## config.mk

```make
export PLATFORM = sky130hd
export DESIGN_NAME = inline_colour_code_expander
export DESIGN_NICKNAME = d
export VERILOG_FILES = /design/src/sv/icce_pkg.sv /design/src/sv/icce_front.sv /design/src/sv/icce_queue.sv /design/src/sv/icce_back.sv /design/src/sv/inline_colour_code_expander.sv
export SDC_FILE = /design/constraint.sdc
export NUM_CORES = 1
export LEC_CHECK = 0
export BUFFER_PORTS_ARGS = -buffer_cell sky130_fd_sc_hd__buf_2
export CAP_MARGIN = 20
export CORE_MARGIN = 8
export CORE_UTILIZATION = 57
export CTS_BUF_LIST = sky130_fd_sc_hd__clkbuf_16
export DETAILED_ROUTE_END_ITERATION = 6
export PLACE_DENSITY = 0.89
export SLEW_MARGIN = 20
export SYNTH_ARGS = -nofsm -noshare
export SYNTH_HDL_FRONTEND = slang
export SYNTH_SLANG_ARGS = --single-unit
```

## constraint.sdc

```tcl
create_clock -name clk -period 9.5 [get_ports clk]
set_input_delay 0.95 -clock clk [delete_from_list [all_inputs] [get_ports clk]]
set_output_delay 0.95 -clock clk [all_outputs]
set_load 0.02 [all_outputs]
```

## src/sv/icce_pkg.sv

```systemverilog
// shared types, constants and sequence rom for the inline colour code expander
// no dependencies; imported by icce_front, icce_queue, icce_back and the top level

package icce_pkg;

  // ascii bytes used in more than one place
  localparam logic [7:0] CH_ESC  = 8'h1b;
  localparam logic [7:0] CH_AMP  = 8'h26;
  localparam logic [7:0] CH_BSL  = 8'h5c;
  localparam logic [7:0] CH_C    = 8'h63;
  localparam logic [7:0] CH_BANG = 8'h21;
  localparam logic [7:0] CH_US   = 8'h5f;
  localparam logic [7:0] CH_SP   = 8'h20;
  localparam logic [7:0] CH_ZERO = 8'h30;

  // kind of the middle part of a step
  localparam logic [1:0] MID_NONE = 2'd0;
  localparam logic [1:0] MID_LIT  = 2'd1;
  localparam logic [1:0] MID_ROM  = 2'd2;
  localparam logic [1:0] MID_BANG = 2'd3;

  // queue between front and back
  localparam int Q_DEPTH = 4;
  localparam int Q_AW    = $clog2(Q_DEPTH);

  // one step's results: flushed literals, middle part, end flush, marker
  // b1, b2, b3 and total are the running result positions of each part
  typedef struct packed {
    logic       pre_amp;
    logic       post_amp;
    logic [3:0] digit;
    logic [1:0] mid_kind;
    logic [7:0] mid_byte;
    logic [4:0] rom_idx;
    logic [2:0] b1;
    logic [2:0] b2;
    logic [2:0] b3;
    logic [2:0] total;
    logic       marker_ov;
    logic       text_end;
  } desc_t;

  // sequence length in bytes
  function automatic logic [2:0] rom_len(input logic [4:0] idx);
    logic [2:0] n;
    if (idx == 5'd0) n = 3'd6;
    else if (idx <= 5'd14) n = 3'd7;
    else if (idx <= 5'd21) n = 3'd5;
    else if (idx == 5'd22 || idx == 5'd23) n = 3'd1;
    else if (idx == 5'd24) n = 3'd5;
    else if (idx == 5'd25 || idx == 5'd29) n = 3'd7;
    else n = 3'd4;
    return n;
  endfunction

  // sequence bytes, first byte in the top byte, zero padded
  function automatic logic [55:0] rom_entry(input logic [4:0] idx);
    logic [55:0] e;
    logic [7:0]  d;
    d = {3'b000, idx};
    if (idx == 5'd0) e = {CH_ESC, "[0;0m", 8'h00};
    else if (idx <= 5'd7) e = {CH_ESC, "[0;3", 8'(d + 8'h30), "m"};
    else if (idx <= 5'd14) e = {CH_ESC, "[1;3", 8'(d + 8'h29), "m"};
    else if (idx <= 5'd21) e = {CH_ESC, "[4", 8'(d + 8'h22), "m", 16'h0000};
    else if (idx == 5'd22) e = {CH_AMP, 48'h0};
    else if (idx == 5'd23) e = {CH_BSL, 48'h0};
    else if (idx == 5'd24) e = {CH_ESC, "[40m", 16'h0000};
    else if (idx == 5'd25) e = {CH_ESC, "[0;30m"};
    else if (idx == 5'd26) e = {CH_ESC, "[5m", 24'h000000};
    else if (idx == 5'd27) e = {CH_ESC, "[7m", 24'h000000};
    else if (idx == 5'd28) e = {CH_ESC, "[4m", 24'h000000};
    else e = {CH_ESC, "[1;30m"};
    return e;
  endfunction

endpackage

```

## src/sv/icce_front.sv

```systemverilog
// front end: parses input bytes, tracks colour state and output count,
// and builds one step descriptor per byte; uses icce_pkg

module icce_front #(
  parameter int OUT_LIMIT = 16384
) (
  input  logic              clk,
  input  logic              rst,
  input  logic              cfg_valid,
  input  logic              cfg_data,
  input  logic              accept,
  input  logic [7:0]        in_byte,
  input  logic              text_last,
  output logic              wr,
  output icce_pkg::desc_t   wr_data
);
  import icce_pkg::*;

  localparam int CNT_W = $clog2(OUT_LIMIT + 8);
  localparam logic [CNT_W-1:0] LIMIT_V = CNT_W'(OUT_LIMIT);

  localparam logic [2:0] PH_IDLE  = 3'd0;
  localparam logic [2:0] PH_AMP   = 3'd1;
  localparam logic [2:0] PH_BSL   = 3'd2;
  localparam logic [2:0] PH_BSLC  = 3'd3;
  localparam logic [2:0] PH_BSLCD = 3'd4;

  localparam logic [2:0] CK_NONE   = 3'd0;
  localparam logic [2:0] CK_COL    = 3'd1;
  localparam logic [2:0] CK_SETDEF = 3'd2;
  localparam logic [2:0] CK_CLRDEF = 3'd3;
  localparam logic [2:0] CK_CHECK  = 3'd4;

  typedef struct packed {
    logic [2:0] kind;
    logic [4:0] colour;
  } code_t;

  // letter after '&'
  function automatic code_t code_of(input logic [7:0] ch);
    code_t c;
    c.kind   = CK_COL;
    c.colour = 5'd0;
    case (ch)
      "k": c.colour = 5'd25;
      "r": c.colour = 5'd1;
      "g": c.colour = 5'd2;
      "y": c.colour = 5'd3;
      "b": c.colour = 5'd4;
      "m": c.colour = 5'd5;
      "c": c.colour = 5'd6;
      "w": c.colour = 5'd7;
      "K": c.colour = 5'd29;
      "R": c.colour = 5'd8;
      "G": c.colour = 5'd9;
      "Y": c.colour = 5'd10;
      "B": c.colour = 5'd11;
      "M": c.colour = 5'd12;
      "C": c.colour = 5'd13;
      "W": c.colour = 5'd14;
      "0": c.colour = 5'd24;
      "1": c.colour = 5'd15;
      "2": c.colour = 5'd16;
      "3": c.colour = 5'd17;
      "4": c.colour = 5'd18;
      "5": c.colour = 5'd19;
      "6": c.colour = 5'd20;
      "7": c.colour = 5'd21;
      "\\": c.colour = 5'd23;
      "n": c.colour = 5'd0;
      "f": c.colour = 5'd26;
      "v": c.colour = 5'd27;
      "u": c.colour = 5'd28;
      "q": c.kind = CK_SETDEF;
      "Q": c.kind = CK_CLRDEF;
      "e": c.kind = CK_CHECK;
      default: c.kind = CK_NONE;
    endcase
    return c;
  endfunction

  // bytes held by a partial code
  function automatic logic [2:0] flush_len(input logic [2:0] ph);
    logic [2:0] n;
    case (ph)
      PH_AMP:   n = 3'd1;
      PH_BSL:   n = 3'd1;
      PH_BSLC:  n = 3'd2;
      PH_BSLCD: n = 3'd3;
      default:  n = 3'd0;
    endcase
    return n;
  endfunction

  logic             colour_enable;
  logic [2:0]       phase;
  logic [3:0]       held;
  logic             raw;
  logic [4:0]       cur_col;
  logic [4:0]       def_col;
  logic [CNT_W-1:0] cnt;
  logic             ovf;

  logic [2:0]       phase_next;
  logic [3:0]       held_next;
  logic             raw_next;
  logic [4:0]       cur_next;
  logic [4:0]       def_next;
  logic [CNT_W-1:0] cnt_next;
  logic             ovf_next;

  // config register
  always_ff @(posedge clk) begin
    if (rst) begin
      colour_enable <= 1'b1;
    end else if (cfg_valid) begin
      colour_enable <= cfg_data;
    end
  end

  // per byte decode
  always_comb begin
    logic             digit;
    logic [6:0]       two_dig;
    code_t            code;
    logic             toggle;
    logic             fail;
    logic             idle_path;
    logic             do_expand;
    logic             do_bang;
    logic [2:0]       phase_h;
    logic [2:0]       pre_full;
    logic [2:0]       n_pre;
    logic [2:0]       n_post;
    logic [2:0]       post_full;
    logic [2:0]       s;
    logic [CNT_W-1:0] d;
    logic [4:0]       rom_idx;
    logic [2:0]       rom_n;
    logic [1:0]       mid_kind;
    logic [2:0]       mid_len;
    logic [7:0]       mid_byte;
    logic [3:0]       pb;
    logic             ovf_hit;
    logic             ovf_post;
    logic             ovf_total;
    logic             marker;
    logic [2:0]       b2;
    logic [2:0]       b3;

    digit   = (in_byte >= CH_ZERO) && (in_byte <= 8'h39);
    two_dig = 7'(held) * 7'd10 + 7'(in_byte[3:0]);
    code    = code_of(in_byte);
    toggle  = (!raw && in_byte == "S") || (raw && in_byte == "s");

    fail      = 1'b0;
    idle_path = 1'b0;
    do_expand = 1'b0;
    do_bang   = 1'b0;
    phase_h   = phase;
    held_next = held;
    raw_next  = raw;
    cur_next  = cur_col;
    def_next  = def_col;

    // code parser
    case (phase)
      PH_AMP: begin
        if (toggle) begin
          raw_next = !raw;
          phase_h  = PH_IDLE;
        end else if (!raw && code.kind != CK_NONE) begin
          phase_h = PH_IDLE;
          case (code.kind)
            CK_CHECK:  do_bang = (cur_col != 5'd0) && (cur_col != def_col);
            CK_SETDEF: def_next = cur_col;
            CK_CLRDEF: def_next = 5'd0;
            default: begin
              cur_next  = code.colour;
              do_expand = 1'b1;
            end
          endcase
        end else begin
          fail = 1'b1;
        end
      end
      PH_BSL: begin
        if (in_byte == CH_C) phase_h = PH_BSLC;
        else fail = 1'b1;
      end
      PH_BSLC: begin
        if (digit) begin
          held_next = in_byte[3:0];
          phase_h   = PH_BSLCD;
        end else begin
          fail = 1'b1;
        end
      end
      PH_BSLCD: begin
        if (digit) begin
          phase_h   = PH_IDLE;
          cur_next  = (two_dig >= 7'd30) ? 5'd0 : two_dig[4:0];
          do_expand = 1'b1;
        end else begin
          fail = 1'b1;
        end
      end
      default: idle_path = 1'b1;
    endcase
    idle_path = idle_path | fail;
    pre_full  = fail ? flush_len(phase) : 3'd0;

    // tokens left before the output limit trips
    d = LIMIT_V - cnt;
    if (cnt > LIMIT_V) s = 3'd0;
    else if (d >= CNT_W'(6)) s = 3'd7;
    else s = d[2:0] + 3'd1;

    // middle part
    rom_idx  = (cur_next == 5'd0 && def_next != 5'd0) ? def_next : cur_next;
    rom_n    = rom_len(rom_idx);
    mid_kind = MID_NONE;
    mid_len  = 3'd0;
    mid_byte = in_byte;
    ovf_hit  = 1'b0;
    n_pre    = (pre_full > s) ? s : pre_full;
    if (do_expand && (colour_enable || rom_n == 3'd1)) begin
      mid_kind = MID_ROM;
      mid_len  = rom_n;
    end
    if (do_bang) begin
      mid_kind = MID_BANG;
      mid_len  = 3'd3;
    end
    if (idle_path) begin
      phase_h = PH_IDLE;
      if (pre_full >= s) begin
        ovf_hit = 1'b1;
      end else if (in_byte == CH_AMP) begin
        phase_h = PH_AMP;
      end else if (!raw && in_byte == CH_BSL) begin
        phase_h = PH_BSL;
      end else begin
        mid_kind = MID_LIT;
        mid_len  = 3'd1;
        mid_byte = (!raw && in_byte == CH_US) ? CH_SP : in_byte;
      end
    end

    // end of text flush, only the flushed literals are checked against the limit
    post_full = (text_last && !ovf_hit) ? flush_len(phase_h) : 3'd0;
    pb        = {1'b0, n_pre} + {1'b0, mid_len};
    ovf_post  = 1'b0;
    n_post    = post_full;
    if (post_full != 3'd0 && pb + {1'b0, post_full} > {1'b0, s}) begin
      ovf_post = 1'b1;
      n_post   = ({1'b0, s} > pb) ? (s - pb[2:0]) : 3'd0;
    end
    ovf_total = ovf_hit | ovf_post;

    // already overflowed: drop everything but the end marker
    if (ovf) begin
      n_pre     = 3'd0;
      mid_kind  = MID_NONE;
      mid_len   = 3'd0;
      n_post    = 3'd0;
      ovf_total = 1'b0;
    end

    b2     = n_pre + mid_len;
    b3     = b2 + n_post;
    marker = ovf_total || (text_last && b3 == 3'd0);

    wr_data.pre_amp   = (phase == PH_AMP);
    wr_data.post_amp  = (phase_h == PH_AMP);
    wr_data.digit     = held_next;
    wr_data.mid_kind  = mid_kind;
    wr_data.mid_byte  = mid_byte;
    wr_data.rom_idx   = rom_idx;
    wr_data.b1        = n_pre;
    wr_data.b2        = b2;
    wr_data.b3        = b3;
    wr_data.total     = b3 + {2'b00, marker};
    wr_data.marker_ov = ovf_total | ovf;
    wr_data.text_end  = text_last;
    wr = accept && (b3 != 3'd0 || marker);

    // next state
    if (text_last) begin
      phase_next = PH_IDLE;
      held_next  = 4'd0;
      raw_next   = 1'b0;
      cur_next   = 5'd0;
      def_next   = 5'd0;
      cnt_next   = '0;
      ovf_next   = 1'b0;
    end else if (ovf) begin
      phase_next = phase;
      held_next  = held;
      raw_next   = raw;
      cur_next   = cur_col;
      def_next   = def_col;
      cnt_next   = cnt;
      ovf_next   = 1'b1;
    end else begin
      phase_next = phase_h;
      cnt_next   = cnt + CNT_W'(b3);
      ovf_next   = ovf_total;
    end
  end

  // parser state
  always_ff @(posedge clk) begin
    if (rst) begin
      phase   <= PH_IDLE;
      held    <= 4'd0;
      raw     <= 1'b0;
      cur_col <= 5'd0;
      def_col <= 5'd0;
      cnt     <= '0;
      ovf     <= 1'b0;
    end else if (accept) begin
      phase   <= phase_next;
      held    <= held_next;
      raw     <= raw_next;
      cur_col <= cur_next;
      def_col <= def_next;
      cnt     <= cnt_next;
      ovf     <= ovf_next;
    end
  end

endmodule

```

## src/sv/icce_queue.sv

```systemverilog
// short descriptor queue between the front end and the back end
// uses desc_t and the depth constants of icce_pkg

module icce_queue (
  input  logic            clk,
  input  logic            rst,
  input  logic            wr,
  input  icce_pkg::desc_t wr_data,
  output logic            full,
  input  logic            rd,
  output icce_pkg::desc_t rd_data,
  output logic            empty
);
  import icce_pkg::*;

  desc_t          slots [Q_DEPTH];
  logic [Q_AW-1:0] wr_ptr;
  logic [Q_AW-1:0] rd_ptr;
  logic [Q_AW:0]   count;

  assign full    = (count == (Q_AW+1)'(Q_DEPTH));
  assign empty   = (count == '0);
  assign rd_data = slots[rd_ptr];

  // storage, no reset needed
  always_ff @(posedge clk) begin
    if (wr) begin
      slots[wr_ptr] <= wr_data;
    end
  end

  // pointers and fill level
  always_ff @(posedge clk) begin
    if (rst) begin
      wr_ptr <= '0;
      rd_ptr <= '0;
      count  <= '0;
    end else begin
      if (wr) wr_ptr <= wr_ptr + 1'b1;
      if (rd) rd_ptr <= rd_ptr + 1'b1;
      case ({wr, rd})
        2'b10:   count <= count + 1'b1;
        2'b01:   count <= count - 1'b1;
        default: count <= count;
      endcase
    end
  end

endmodule

```

## src/sv/icce_back.sv

```systemverilog
// back end: walks one step descriptor a result at a time into the output register
// uses desc_t, the mid kinds and the sequence rom of icce_pkg

module icce_back (
  input  logic            clk,
  input  logic            rst,
  input  icce_pkg::desc_t head,
  input  logic            empty,
  output logic            rd,
  output logic            out_valid,
  input  logic            out_ready,
  output logic [7:0]      out_byte,
  output logic            byte_valid,
  output logic            run_last,
  output logic            text_end,
  output logic            overflow
);
  import icce_pkg::*;

  // literal k of a held partial code
  function automatic logic [7:0] flush_byte(input logic amp, input logic [1:0] k,
                                            input logic [3:0] dig);
    logic [7:0] b;
    if (amp) b = CH_AMP;
    else if (k == 2'd0) b = CH_BSL;
    else if (k == 2'd1) b = CH_C;
    else b = {4'h3, dig};
    return b;
  endfunction

  function automatic logic [7:0] rom_byte(input logic [4:0] idx, input logic [2:0] k);
    logic [55:0] sh;
    sh = rom_entry(idx) << {k, 3'b000};
    return sh[55:48];
  endfunction

  logic [2:0] pos;
  logic       advance;
  logic       last;
  logic [7:0] nb;
  logic       nv;
  logic       nov;

  // result at the current position
  always_comb begin
    logic [2:0] k1;
    logic [2:0] k2;
    k1   = pos - head.b1;
    k2   = pos - head.b2;
    last = (pos == head.total - 3'd1);
    nv   = 1'b1;
    nov  = 1'b0;
    if (pos < head.b1) begin
      nb = flush_byte(head.pre_amp, pos[1:0], head.digit);
    end else if (pos < head.b2) begin
      case (head.mid_kind)
        MID_ROM:  nb = rom_byte(head.rom_idx, k1);
        MID_BANG: nb = CH_BANG;
        default:  nb = head.mid_byte;
      endcase
    end else if (pos < head.b3) begin
      nb = flush_byte(head.post_amp, k2[1:0], head.digit);
    end else begin
      nb  = 8'h00;
      nv  = 1'b0;
      nov = head.marker_ov;
    end
  end

  assign advance = (!out_valid || out_ready) && !empty;
  assign rd      = advance && last;

  // position within the current descriptor
  always_ff @(posedge clk) begin
    if (rst) begin
      pos <= 3'd0;
    end else if (advance) begin
      pos <= last ? 3'd0 : pos + 3'd1;
    end
  end

  // output register
  always_ff @(posedge clk) begin
    if (rst) begin
      out_valid <= 1'b0;
    end else if (advance) begin
      out_valid <= 1'b1;
    end else if (out_ready) begin
      out_valid <= 1'b0;
    end
  end

  always_ff @(posedge clk) begin
    if (advance) begin
      out_byte   <= nb;
      byte_valid <= nv;
      run_last   <= last;
      text_end   <= last && head.text_end;
      overflow   <= nov;
    end
  end

endmodule

```

## src/sv/inline_colour_code_expander.sv

```systemverilog
// top level of the inline colour code expander: front end, descriptor queue, back end
// depends on icce_pkg, icce_front, icce_queue and icce_back
//
//   channel   handshake              payload
//   cfg       cfg_valid / cfg_ready  cfg_data (colour_enable)
//   in        in_valid / in_ready    in_byte, text_last
//   out       out_valid / out_ready  out_byte, byte_valid, run_last, text_end, overflow
//
// the front end takes one byte per cycle while the queue has room; a byte that
// gives n results holds the back end until all n are out (one result per cycle
// when out_ready allows, at most seven), and the four-entry queue absorbs bursts
// of expansions. bytes that give no result never reach the queue. sync reset
// returns all parse state to idle and colour_enable to 1. cfg_ready is always high.

module inline_colour_code_expander #(
  parameter int OUT_LIMIT = 16384
) (
  input  logic       clk,
  input  logic       rst,
  input  logic       cfg_valid,
  output logic       cfg_ready,
  input  logic       cfg_data,
  input  logic       in_valid,
  output logic       in_ready,
  input  logic [7:0] in_byte,
  input  logic       text_last,
  output logic       out_valid,
  input  logic       out_ready,
  output logic [7:0] out_byte,
  output logic       byte_valid,
  output logic       run_last,
  output logic       text_end,
  output logic       overflow
);
  import icce_pkg::*;

  logic  q_full;
  logic  q_empty;
  logic  q_wr;
  logic  q_rd;
  desc_t q_in;
  desc_t q_head;
  logic  accept;

  assign cfg_ready = 1'b1;
  assign in_ready  = !q_full;
  assign accept    = in_valid && in_ready;

  // parse and classify
  icce_front #(
    .OUT_LIMIT(OUT_LIMIT)
  ) u_front (
    .clk       (clk),
    .rst       (rst),
    .cfg_valid (cfg_valid),
    .cfg_data  (cfg_data),
    .accept    (accept),
    .in_byte   (in_byte),
    .text_last (text_last),
    .wr        (q_wr),
    .wr_data   (q_in)
  );

  // step descriptors
  icce_queue u_queue (
    .clk     (clk),
    .rst     (rst),
    .wr      (q_wr),
    .wr_data (q_in),
    .full    (q_full),
    .rd      (q_rd),
    .rd_data (q_head),
    .empty   (q_empty)
  );

  // expand into output words
  icce_back u_back (
    .clk        (clk),
    .rst        (rst),
    .head       (q_head),
    .empty      (q_empty),
    .rd         (q_rd),
    .out_valid  (out_valid),
    .out_ready  (out_ready),
    .out_byte   (out_byte),
    .byte_valid (byte_valid),
    .run_last   (run_last),
    .text_end   (text_end),
    .overflow   (overflow)
  );

endmodule

```

# Word-level counts from Yosys, hierarchy flattened
# Memory sizes are Yosys's and may differ from the RTL's. A register that Yosys moved wholly into a read port is not among the register bits.
# Cells that the tools add are included.
# op_classes
n_mux,129
n_lt_le_gt_ge,17
multipliers,1
n_eq_ne,70
n_reduce_logical,55
n_bitwise,3
n_addsub,21
shift,1
# ops
cell,count
$mux W56,13
$eq A8 B7 Y1 const B,27
$pmux W5 S28,1
$mux W8,12
$mux W3,30
$eq A8 B6 Y1 const B,9
$mux W5,13
$eq A5 B5 Y1 const B,12
$shl A56 B6 Y56,1
$mux W35,1
$mux W15,2
$reduce_or A29 Y1,1
$mux W1,28
$mux W2,13
$pmux W3 S4,2
$add A5 B6 Y7 const B,3
$pmux W5 S2,2
$eq A3 B2 Y1 const B,6
$logic_and A1 B1 Y1,17
$mux W4,4
$pmux W8 S2,1
$add A15 B3 Y15,1
$ge A15 B3 Y1 const B,1
$gt A15 B15 Y1 const B,1
49 further kinds,96
# totals
regBits,58
mem_bits_rw,140
wordCells,316
n_memories,1
# memory_table
memory,depth,word_bits,read_ports,rd_ports_with_merged_regs,wr,line,text
u_queue.slots,4,35,1,1,1,icce_queue.sv:16,desc_t slots [Q_DEPTH];

# Longest topological paths before layout
# depth
word_depth,43
ltp_mapped,44

# By module
# From an unflattened synthesis, not the netlist that was laid out.
# unflattened
hier_cells,1085
area_unflattened_um2,12223.0
# by_module_without_submodules
module,cells_per_inst,instances,area_each_um2
icce_queue,230,1,5536.6
icce_front,599,1,4570.6
icce_back,252,1,2094.5
inline_colour_code_expander,4,1,21.3

# Worst setup path before layout
# OpenSTA, ideal clock, no wires.
# synth_timing
path_kind,in2reg
startpoint,in in_byte[0]
endpoint,reg u_queue.count[2]
slack_ns,0.365
path_buffers,1
path_stages,42
arrival_ns,9.064
cell_sequence,buf_2 > nand2b_1 > a32o_1 > a2111oi_2 > and4b_4 > nand2_1 > o21a_1 > o22ai_1 > inv_1 > ha_1 > nand2b_1 > a21oi_1 > nor2_1 > a31o_4 > nor2_1 > a21boi_0 > nand2_1 > ha_1 > [... 6 more ...] > nand2_1 > o22ai_1 > o21ai_0 > nor2_1 > ha_1 > inv_1 > fa_1 > xnor2_2 > xnor2_1 > xnor2_2 > o31a_4 > inv_1 > ha_1 > inv_1 > fa_1 > xor2_1 > or3_1 > a21oi_1
# synth_rtl
item,line,text
from (decl),inline_colour_code_expander.sv:25,"input logic [7:0] in_byte,"
to (signal assigned),icce_queue.sv:42,2'b10: count <= count + 1'b1;
to (signal assigned),icce_queue.sv:43,2'b01: count <= count - 1'b1;
to (signal assigned),icce_queue.sv:44,default: count <= count;
to (decl),icce_queue.sv:19,logic [Q_AW:0] count;

==> impl_metrics.toml <==
[logic_synthesis]
synth-edff-count = 152
synth-main-ff-cell = "edfxtp_1"
ys_types = 97
seq_area_frac_synth = 0.469
syn_inst = 1069
yosysWarnings = 0
synthesis.area_sq_um = 11800
synthArstFlopShare = 0
synth_seq_cells = 200
post_synth.cell_area_avg_sq_um = 11.0

[worst_setup_path]
timing.critical_path.to_type = "register"
critical_path.top_delay_family = "adder cells"
cp_num_buf_inv = 4
worstPathRequired_ns = 9.87
cp_common_cell = "ha_1"
slowest_stage = "fa_1"
worst-setup-path-type = "reg2reg"
start_kind = "register"
cp.arrival_ns = 9.44
path_max_fanout = 7
max_stage_delay_ns = 0.51

[timing]
worstMarginPinSlew_ns = 1.11
timing.max_slew.rel_slack = 0.258
holdWs_ns = 0.520
finalHoldViolCount = 0
setup_viol = 0
skew_ns = 0.0106
clock.fmax_mhz = 110
slew_viol_final = 0
fin_crit_ns = 9.07
fin_crit_sh = 0.955

[clock_tree]
root_buffer = "clkbuf_16"
numCtsBuffers = 17
cts.sinks = 200
path_clk_slew_ns = 0.07
clk_latency_ns = 0.45
clk_path_buf_depth = 2
ctsHoldBuffers = 0
cts_tree = "built"
cts.htree.levels = 4

[layout]
layout_commonest_cell = "edfxtp_1"
drive_gt1_frac = 0.193
area_delta_synth_final_pct = 11.8
fillers = 1504
multi_input_area_sq_um = 5960
antenna_cells = 0
seq_area_sq_um = 5530
fin_nets = 1199
instances_no_fill = 1404
layout_common_cells = "152 x edfxtp_1, 123 x nor2_1, 59 x inv_1"

[power_and_ir_drop]
p_per_area_nw_per_um2 = 214
ir_drop_uv = 148
p_leak_nw = 4.91
power_w = 0.00282

[place]
gp_congestion = 0.956
dp_hpwl_um = 20200
io_buffers = 28
dpl.cell_count = 1368

[grt]
grt.total_usage = 0.224
grt_max_degree = 36
grt_first_pass_wirelength_um = 46400
grt-ovfl-total = 0
antenna_found_initial = 0
first_global_vias = 8897

[route]
num_vias = 8929
firstDrtPassIters = 5
postRouteAntennaNets = 0
drc = 0
wire_per_inst_um = 20.6
wirelength_um = 28900
via_per_inst = 6.36
drt_iter0_markers = 817

[floorplanning]
dieArea_sq_um = 25500
die_h_um = 160
core_area_sq_um = 20300
initial_utilization = 0.581
fp.dieW_um = 160
num_io_pins = 30
rows = 52

[worst_hold_path]
hp-class = "reg2reg"

[job]
maxCapViolCount = 0

[run_status]
status = "completed"
-- logic make-up (layout without fill, tap and decap cells) --
logic type               Yosys count  count (layout)  share of synthesized area
multiplexers                      45              45                     0.0761
AO/OA/AOI/OAI                    233             233                      0.138
adder cells (fa/ha/maj)           63              63                     0.0732
buffers and inverters            113             174                     0.0406
XOR/XNOR                          53              53                     0.0406
AND/OR/NAND/NOR                  360             360                      0.162
other                              2               6                   0.000637
flip-flops                       200             200                      0.469
-- where the power goes --
group,leakage [nW],internal (W),switching (W),total (W)
logic,2.84,0.000386,0.000646,0.00103
clock network,0.288,0.000350,0.000346,0.000696
registers,1.78,0.00105,0.0000410,0.00110
-- per-layer routing --
| metal | global-route usage | routed length [um] |
|---|---|---|
| met1 | 0.275 | 11700 |
| met2 | 0.382 | 14500 |
| met3 | 0.0414 | 1930 |
| met4 | 0.0909 | 871 |
| met5 | 0 | 0 |
-- stage by stage --
stage          setup slack (ns)   util  setup TNS (ns)  cell area [sq um]
6_report                  0.426  0.650               0              13200
3_5_place_dp             -0.334  0.612           -1.78              12400
3_3_place_gp            -0.0756  0.612         -0.0756              12400
2_1_floorplan             0.365      -               0              11800
4_1_cts                  0.0583  0.641               0              13000
5_1_grt                 -0.0344  0.650         -0.0344              13200
-- path summary, 6_finish.rpt --
check,from,endpoint,slack [ns],cells past startpoint
worst max-delay path,u_front.cnt[2],u_queue.count[2],0.43,41
worst min-delay path,u_queue.wr_ptr[1],u_queue.wr_ptr[1],0.52,2
worst max register to register,u_front.cnt[2],u_queue.count[2],0.43,41
worst min register to register,u_queue.wr_ptr[1],u_queue.wr_ptr[1],0.52,2
-- what timing repair did --
action	4_1_cts	5_1_grt
buffers inserted	0	4
pin swaps	0	5
setup endpoints to repair	1	153
gates resized for setup	1	39
-- synth_stat cells, types with 23 or more instances --
cell        n  area, sq um
clkbuf_1   32          120
nor3_1     26          130
nand2_1    54          203
xnor2_1    23          201
xor2_1     28          245
mux4_2     35          788
inv_1      59          221
dfxtp_1    48          961
ha_1       53          663
a21oi_1    50          250
o21ai_0    48          240
nor2_1    125          469
edfxtp_1  152         4560
-- final cells by class --
type | instances | share of cell area
Tap cell | 270 | 0.0256
Multi-Input combinational cell | 760 | 0.452
Timing Repair Buffer | 82 | 0.0425
Clock inverter | 15 | 0.0112
Sequential cell | 200 | 0.419
Inverter | 60 | 0.0171
Clock buffer | 17 | 0.0323
-- flip-flops by register name, summed over array words and instances, names as in the netlist, 3 cells and up, named ones only --
signal,count
u_front.phase,3
u_back.out_byte,8
u_front.def_col,5
u_queue.count,3
u_front.held,4
u_front.cur_col,5
u_front.cnt,15
u_queue.slots,140
u_back.pos,3
-- tightest hold or removal path: cells and delay by family, from the launching register on --
kind             cells  cell delay (ns)
multiplexers         1             0.06
AND/OR/NAND/NOR      1             0.08
flip-flops           1             0.34
Note: power is estimated with default switching activity, not from simulation.
